**src/sv/acsg_pkg.sv**
```systemverilog
// ----------------------------------------------------------------------------
// acsg_pkg
// Shared types, constants and helper functions for the cursor sequence
// generator. These include the decimal place table, the command and status
// structs, and the byte selector codes.
// ----------------------------------------------------------------------------
package acsg_pkg;

  // Decimal converter size
  localparam int PLACE_COUNT = 10;
  localparam int MAX_DIGITS  = 10;
  localparam int DIGITS_USED = (MAX_DIGITS < 1) ? 1 :
                               ((MAX_DIGITS > PLACE_COUNT) ? PLACE_COUNT : MAX_DIGITS);
  localparam int FIRST_PLACE = PLACE_COUNT - DIGITS_USED;
  localparam int IDX_W       = $clog2(PLACE_COUNT);
  localparam int VAL_W       = 32;
  localparam int MULT_W      = VAL_W + 2;

  localparam logic [IDX_W-1:0] FIRST_IDX = IDX_W'(FIRST_PLACE);
  localparam logic [IDX_W-1:0] LAST_IDX  = IDX_W'(PLACE_COUNT - 1);

  // Character codes
  localparam logic [6:0] CH_ESC  = 7'h1B;
  localparam logic [6:0] CH_LBR  = 7'h5B;
  localparam logic [6:0] CH_SEMI = 7'h3B;
  localparam logic [6:0] CH_H    = 7'h48;
  localparam logic [6:0] CH_ZERO = 7'h30;

  // Power of ten for a place, most significant place first
  function automatic logic [VAL_W-1:0] place_value(input logic [IDX_W-1:0] idx);
    logic [VAL_W-1:0] p;
    case (idx)
      4'd0:    p = 32'd1000000000;
      4'd1:    p = 32'd100000000;
      4'd2:    p = 32'd10000000;
      4'd3:    p = 32'd1000000;
      4'd4:    p = 32'd100000;
      4'd5:    p = 32'd10000;
      4'd6:    p = 32'd1000;
      4'd7:    p = 32'd100;
      4'd8:    p = 32'd10;
      default: p = 32'd1;
    endcase
    return p;
  endfunction

  // Multiple k of a place value, wide enough for 9 * 10^9
  function automatic logic [MULT_W-1:0] place_mult(input logic [IDX_W-1:0] idx,
                                                   input logic [3:0]       k);
    return MULT_W'(place_value(idx)) * MULT_W'(k);
  endfunction

  // Largest value that fits in the converter
  localparam logic [VAL_W-1:0] SAT_LIMIT = (FIRST_PLACE > 0) ?
      place_value(IDX_W'(FIRST_PLACE - 1)) - VAL_W'(1) : {VAL_W{1'b1}};

  // Source of the next output word
  typedef enum logic [2:0] {
    SEL_ESC,
    SEL_LBR,
    SEL_DIGIT,
    SEL_SEMI,
    SEL_H
  } byte_sel_e;

  // Controller to datapath
  typedef struct packed {
    logic      accept;
    logic      load_col;
    logic      step;
    logic      push;
    byte_sel_e sel;
  } acsg_cmd_t;

  // Datapath to controller
  typedef struct packed {
    logic out_free;
    logic digit_emit;
    logic last_place;
  } acsg_status_t;

endpackage

```
**src/sv/acsg_ctrl.sv**
```systemverilog
// ----------------------------------------------------------------------------
// acsg_ctrl
// Controller: walks through the fields of the sequence and, for each free
// slot in the output register, issues a push, a datapath step, or both.
// ----------------------------------------------------------------------------
module acsg_ctrl (
  input  logic                   clk_i,
  input  logic                   rst_ni,
  input  logic                   s_tvalid_i,
  output logic                   s_tready_o,
  input  acsg_pkg::acsg_status_t status_i,
  output acsg_pkg::acsg_cmd_t    cmd_o
);
  import acsg_pkg::*;

  typedef enum logic [2:0] {
    ST_IDLE,
    ST_ESC,
    ST_LBR,
    ST_ROW,
    ST_SEMI,
    ST_COL,
    ST_FIN
  } state_e;

  state_e state_q, state_d;
  logic   free;

  assign free       = status_i.out_free;
  assign s_tready_o = (state_q == ST_IDLE);

  // Decode commands and next state
  always_comb begin
    state_d      = state_q;
    cmd_o.accept   = 1'b0;
    cmd_o.load_col = 1'b0;
    cmd_o.step     = 1'b0;
    cmd_o.push     = 1'b0;
    cmd_o.sel      = SEL_DIGIT;
    case (state_q)
      ST_IDLE: begin
        if (s_tvalid_i) begin
          cmd_o.accept = 1'b1;
          state_d      = ST_ESC;
        end
      end
      ST_ESC: begin
        cmd_o.sel = SEL_ESC;
        if (free) begin
          cmd_o.push = 1'b1;
          state_d    = ST_LBR;
        end
      end
      ST_LBR: begin
        cmd_o.sel = SEL_LBR;
        if (free) begin
          cmd_o.push = 1'b1;
          state_d    = ST_ROW;
        end
      end
      ST_ROW, ST_COL: begin
        cmd_o.sel = SEL_DIGIT;
        if (free) begin
          cmd_o.step = 1'b1;
          cmd_o.push = status_i.digit_emit;
          if (status_i.last_place) begin
            state_d = (state_q == ST_ROW) ? ST_SEMI : ST_FIN;
          end
        end
      end
      ST_SEMI: begin
        cmd_o.sel = SEL_SEMI;
        if (free) begin
          cmd_o.push     = 1'b1;
          cmd_o.load_col = 1'b1;
          state_d        = ST_COL;
        end
      end
      ST_FIN: begin
        cmd_o.sel = SEL_H;
        if (free) begin
          cmd_o.push = 1'b1;
          state_d    = ST_IDLE;
        end
      end
      default: state_d = ST_IDLE;
    endcase
  end

  // Hold state
  always_ff @(posedge clk_i or negedge rst_ni) begin
    if (!rst_ni) begin
      state_q <= ST_IDLE;
    end else begin
      state_q <= state_d;
    end
  end

endmodule

```
**config.mk**
```make
export PLATFORM = sky130hd
export DESIGN_NAME = acsg_ctrl
export DESIGN_NICKNAME = d
export VERILOG_FILES = /design/src/sv/acsg_pkg.sv /design/src/sv/acsg_ctrl.sv
export SDC_FILE = /design/constraint.sdc
export NUM_CORES = 1
export LEC_CHECK = 0
export BUFFER_PORTS_ARGS = -buffer_cell sky130_fd_sc_hd__buf_2
export CAP_MARGIN = 20
export CORE_AREA = 2 2 39 41
export DETAILED_ROUTE_END_ITERATION = 10
export DIE_AREA = 0 0 41 43
export PLACE_DENSITY_LB_ADDON = 0.2
export SLEW_MARGIN = 10
export SYNTH_ARGS = -nofsm -noshare
export SYNTH_HDL_FRONTEND = slang
export SYNTH_SLANG_ARGS = --single-unit
```
**constraint.sdc**
```tcl
create_clock -name clk_i -period 1.35 [get_ports clk_i]
set_input_delay 0.135 -clock clk_i [delete_from_list [all_inputs] [get_ports clk_i]]
set_output_delay 0.135 -clock clk_i [all_outputs]
set_load 0.02 [all_outputs]
```
==> results.cfg, run 1 <==
[layout]
final_area_um2 = 486.7
largest_register_ffs = 3
largest_registers = state_q x3
area_delta_synth_final_pct = 62.08
diodes = 0
multi_input_area_um2 = 196.4
regArea_um2 = 76.32
fin_nets = 66
fillCellCount = 161
top_register = state_q
drive_above_1_share_pct = 52.54

[critical_path]
path_class = flip-flop to primary output
worstPathRequired_ns = 1.22
r2r_slack_ns = 0.13
crit_path_start_kind = flip-flop
worstPathArrival_ns = 1.29
crit_path_end_kind = primary output
reg2reg_depth = 5
path_max_fanout = 2

[clock_tree]
clockRootBuffer = clkbuf_4
cts.sinks = 3
clk_pin_slew_ns = 0.04
clk_latency_ns = 0.24
cts_tree = built
htreeDepth = 1
cts_buffers = 3
clockBufferDepth = 2

[grt]
grt_util_all_layers_pct = 9.366
grt_pass1_vias = 262
grt_max_degree = 14
grt_pass1_wl_um = 1076
gr-total-overflow = 0
antenna_found_initial = 0

[floorplan]
start_util_pct = 21.70
core_mm2 = 0.001384
row_count = 14
die_y_um = 43
io-pin-count = 14
die_area_mm2 = 0.001763
dieWidth_um = 41

[detailed_routing]
drtPass1Iterations = 4
drt_wl_total_um = 737
vias = 333
drt_iter0_markers = 4
via_per_inst = 4.440
wire_per_inst_um = 9.827
drc = 0
antenna_left = 0

[logic_synthesis]
avgSynthCellArea_um2 = 8.341
ys_seq_elements = 3
synth_nets = 42
syn_inst = 36
ys_warn_count = 0
syn_area_um2 = 300.3
yosysSeqAreaShare_pct = 25.00
synth.distinct_cells = 21

[timing]
finalClockSkew_ns = 0.004419
max_freq_mhz = 701.7
timing.slew.headroom_pct = 82.25
worst_slew_pin_slew_ns = 0.2663
setup_tns_ns = -0.1125
drv_slew = 0
finalCriticalPeriod_ns = 1.425
timing.hold.ws_ns = 0.2200
rsz0062_at_grt = true
setup_viol = 2
fin_crit_sh_pct = 105.6
finalHoldViolations = 0
layout_setup_ws_ns = -0.07501

[min_path]
hold_class = primary input to async pin

[placement]
portBuffers = 13
placed_cell_area_um2 = 376.6
hpwlAfterDp_um = 474.5
post-place-ws_ns = 0.1321
place.gp.congestion = 0.7086

[run_status]
status = finished with violations
violations = setup timing

[pwr]
powerDensity_mw_per_mm2 = 2340
ir_drop_mv = 0.5770
power_leakage_nw = 0.2370

[run]
maxCapViolations = 0
cell families after synthesis:
logic type / share of synthesized area (%)
simple gates: 35.84
compound gates: 16.66
buf+inv: 12.50
flops: 25.00
xor+xnor: 2.917
mux: 3.333
fa+ha+maj: 3.750
synthesized netlist by cell type:
master | number | area share (%)
nand2b_1 | 1 | 2.1
nor2b_1 | 1 | 2.1
nand2_1 | 3 | 3.7
o31ai_2 | 1 | 4.2
and4_1 | 1 | 2.9
nor2_1 | 5 | 6.3
and3b_1 | 1 | 2.9
buf_6 | 2 | 7.5
nor4b_1 | 1 | 2.9
and2_1 | 2 | 4.2
xnor2_1 | 1 | 2.9
buf_4 | 1 | 2.5
a211oi_2 | 1 | 4.2
o21ai_0 | 4 | 6.7
o21ai_1 | 1 | 1.7
maj3_2 | 1 | 3.7
nand3_1 | 2 | 3.3
nor3_4 | 1 | 5.4
dfrtp_1 | 3 | 25
mux2i_1 | 1 | 3.3
inv_1 | 2 | 2.5
area by class of cell:
type,instances,share of cell area [%]
Sequential cell,3,15.68
Inverter,2,1.542
Multi-Input combinational cell,28,40.36
Clock buffer,4,5.398
Timing Repair Buffer,22,32.90
Tap cell,16,4.113
routing by layer:
layer  GRT usage [%]  vias to the layer above  routed length, um
li1                -                      170                  -
met1           12.01                      145                325
met2           11.88                       16                346
met3           3.141                        2                 46
met4           8.000                        0                 19
met5               0                        -                  0
power breakdown:
part,total [mW],internal (mW),switching (mW)
sequential,0.216,0.132,0.0838
combinational,0.762,0.390,0.372
clock,0.160,0.111,0.0494
total,1.14,0.633,0.506
cells in the final DEF (no fill, tap or decap), types with 2 or more instances in the layout:
cell type	instances
buf_2	9
buf_4	8
nor2_1	5
o21ai_0	4
buf_6	4
nand2_1	3
clkbuf_4	3
inv_1	2
nand3_1	2
dfrtp_1	2
worst max-delay path, cell delays in order, from the launching register on:
cell	delay, ns
dfrtp_1	0.39
maj3_2	0.32
a211oi_2	0.17
buf_4	0.17
metrics by stage:
stage	std cells	power (mW)	utilization [%]
after floorplan	36	0.6788	-
after global placement	64	0.7903	27.22
after detailed placement	64	0.7932	27.22
after CTS	70	1.031	31.56
after global routing	75	1.214	35.17
final	75	1.139	35.17
repair_timing:
action,CTS,global route
pin swaps,4,2
gates cloned,0,0
hold endpoints to repair,3,0
gates resized for setup,6,4
setup endpoints to repair,7,7
buffers inserted,1,5
hold buffers,1,0
worst paths after layout:
path,from,endpoint
max,state_q[1]$_DFFE_PN0P_,cmd_o[3]
min,rst_ni,state_q[1]$_DFFE_PN0P_
max reg2reg,state_q[1]$_DFFE_PN0P_,state_q[1]$_DFFE_PN0P_
min reg2reg,state_q[0]$_DFFE_PN0P_,state_q[1]$_DFFE_PN0P_
max in group asynchronous,rst_ni,state_q[0]$_DFFE_PN0P_
min in group clk_i,status_i[0],state_q[1]$_DFFE_PN0P_
(Power assumes the default switching activity.)
==> inputs of run 2 (changes only) <==
--- a/config.mk
+++ b/config.mk
@@ -8,8 +8,11 @@
 export BUFFER_PORTS_ARGS = -buffer_cell sky130_fd_sc_hd__buf_2
 export CAP_MARGIN = 20
 export CORE_AREA = 2 2 39 41
+export CTS_BUF_LIST = sky130_fd_sc_hd__clkbuf_8
+export CTS_CLUSTER_DIAMETER = 30
 export DETAILED_ROUTE_END_ITERATION = 10
 export DIE_AREA = 0 0 41 43
+export GPL_TIMING_DRIVEN = 0
 export PLACE_DENSITY_LB_ADDON = 0.2
 export SLEW_MARGIN = 10
 export SYNTH_ARGS = -nofsm -noshare
==> run 2 against run 1 <==
Net effect:
- the flow still finishes with violations (setup timing)
- register-to-register slack worse by 0.06 ns
- worst hold slack improved by 0.015 ns
- design area up 4.1%
- count of clock-buffer cells in the layout shrank 1
- sequential power decreased by 18%
- core utilization increased by 1.4 points
- non-clock buffer count decreased by 1
- clock skew shrank 0.00066 ns
- die area did not move
- largest power group unchanged
- highest routed layer unchanged
==> results.cfg, run 2 (synthesized netlist as in run 1, its figures left out) <==
[pwr]
power.switching_mw = 0.5382
power_leakage_nw = 0.2479
powerDensity_mw_per_mm2 = 2527
seqPwrFrac_pct = 13.9
swShare_pct = 42.03
p_total_mw = 1.281
p_int_mw = 0.7424
pwr-share-comb_pct = 65.6
ir_drop_mv = 0.8375
p_clk_share_pct = 20.5

[detailed_routing]
vias = 330
drc = 0
drt_iter0_markers = 7
wire_per_inst_um = 10.86
drt_wl_total_um = 804
drtPass1Iterations = 4
via_per_inst = 4.459
antenna_left = 0

[run_status]
violations = setup timing
status = finished with violations

[clock_tree]
clockRootBuffer = clkbuf_8
cts_tree = built
cts.sinks = 3
clockBufferDepth = 2
clk_pin_slew_ns = 0.03
cts_buffers = 3
clk_latency_ns = 0.22
htreeDepth = 1

[timing]
fin_crit_sh_pct = 105.2
setup_viol = 3
rsz0062_at_grt = true
setup_tns_ns = -0.1104
layout_setup_ws_ns = -0.07072
finalCriticalPeriod_ns = 1.421
worst_slew_pin_slew_ns = 0.1696
timing.slew.headroom_pct = 88.62
drv_slew = 0
max_freq_mhz = 703.9
finalClockSkew_ns = 0.003758
finalHoldViolations = 0

[layout]
area_delta_synth_final_pct = 68.75
top_register = state_q
fin_nets = 65
utilization_pct = 36.62
multi_input_area_um2 = 201.4
largest_register_ffs = 3
regArea_um2 = 76.32
drive_above_1_share_pct = 51.72
largest_registers = state_q x3
fillCellCount = 154
mostFrequentLayoutCell = buf_2
final_cell_mix = buf_2, buf_4, buf_6, nor2_1, o21ai_0
diodes = 0

[critical_path]
crit_path_end_kind = primary output
slowest_delay_ns = 0.39
crit_path_start_kind = flip-flop
worstPathRequired_ns = 1.22
worstPathArrival_ns = 1.29
path_max_fanout = 3
worstPathCellList = maj3_2 -> a211oi_2 -> buf_4
rr_startpoint = state_q[1]$_DFFE_PN0P_
path_class = flip-flop to primary output
cp_slowest_cell = dfrtp_1
crit_path_start = state_q[1]$_DFFE_PN0P_

[grt]
grt_max_degree = 11
grt_pass1_wl_um = 1097
gr-total-overflow = 0
grt_util_all_layers_pct = 9.869
grt_pass1_vias = 271
antenna_found_initial = 0

[floorplan]
row_count = 14
core_mm2 = 0.001384
io-pin-count = 14
die_y_um = 43
die_area_mm2 = 0.001763
dieWidth_um = 41
start_util_pct = 21.70

[placement]
place.gp.congestion = 0.6584
portBuffers = 13
post-place-ws_ns = 0.09097
hpwlAfterDp_um = 487.6

[min_path]
hold_class = primary input to async pin

[run]
maxCapViolations = 0
-- run 2: cell count changes in the layout (fill, tap and decap cells not counted), sizes merged --
| cell | delta |
|---|---|
| buf | -1 |
| clkbuf | -1 |
| inv | +1 |
-- run 2: per-layer routing --
| metal | vias up | share of wire (%) | global-route usage (%) |
|---|---|---|---|
| met5 | - | 0 | 0 |
| met4 | 0 | 2.9 | 10.00 |
| met3 | 2 | 5.1 | 3.141 |
| met2 | 14 | 48 | 13.13 |
| met1 | 149 | 44 | 11.36 |
| li1 | 165 | - | - |
-- run 2: power groups by stage --
stage | Combinational [mW] | Clock [mW] | Sequential, mW
floorplan | 0.517 | 0 | 0.162
global placement | 0.667 | 0 | 0.172
detailed placement | 0.667 | 0 | 0.170
CTS | 0.751 | 0.264 | 0.165
global route | 0.911 | 0.263 | 0.184
finish | 0.840 | 0.263 | 0.178
-- run 2: what timing repair did --
| item | 4_1_cts | 5_1_grt |
|---|---|---|
| hold endpoints to repair | 3 | 0 |
| endpoints found under the setup margin | 3 | 6 |
| pin swaps | 3 | 0 |
| hold buffers | 1 | 0 |
| setup buffers | 3 | 0 |
| resized for setup | 2 | 7 |
| gates cloned | 0 | 1 |
-- run 2: layout make-up --
cell class,instances,share of cell area [%]
clock buffers,3,8.148
repair buffers,18,24.20
inverters,2,1.481
clock inverters,1,0.7407
multi-input cells,28,39.75
plain buffers,3,6.667
flip-flops and latches,3,15.06
well taps,16,3.951
-- run 2: through the flow --
step	instances	hold slack, ns	instance area (um2)
after CTS	73	0.2356	474.2
after floorplan	36	-0.1606	306.5
after global routing	74	0.2534	506.7
after detailed placement	65	-0.06806	391.6
after global placement	65	-0.06757	391.6
final	74	0.2353	506.7
-- run 2: worst paths after layout --
| check | end | slack (ns) | cells past startpoint |
|---|---|---|---|
| max reg2reg | state_q[0]$_DFFE_PN0P_ | 0.07 | 5 |
| min reg2reg | state_q[2]$_DFFE_PN0P_ | 0.68 | 3 |
| max | cmd_o[3] | -0.07 | 3 |
| max in group asynchronous | state_q[0]$_DFFE_PN0P_ | 1.00 | 2 |
| min in group clk_i | state_q[1]$_DFFE_PN0P_ | 0.24 | 3 |
| min | state_q[1]$_DFFE_PN0P_ | 0.24 | 2 |
-- run 2: worst max-delay path, delay by kind of cell, from the launching register on --
kind	cells	cell delay (ns)
buf+inv	1	0.17
fa+ha+maj	1	0.31
flops	1	0.39
compound gates	1	0.18
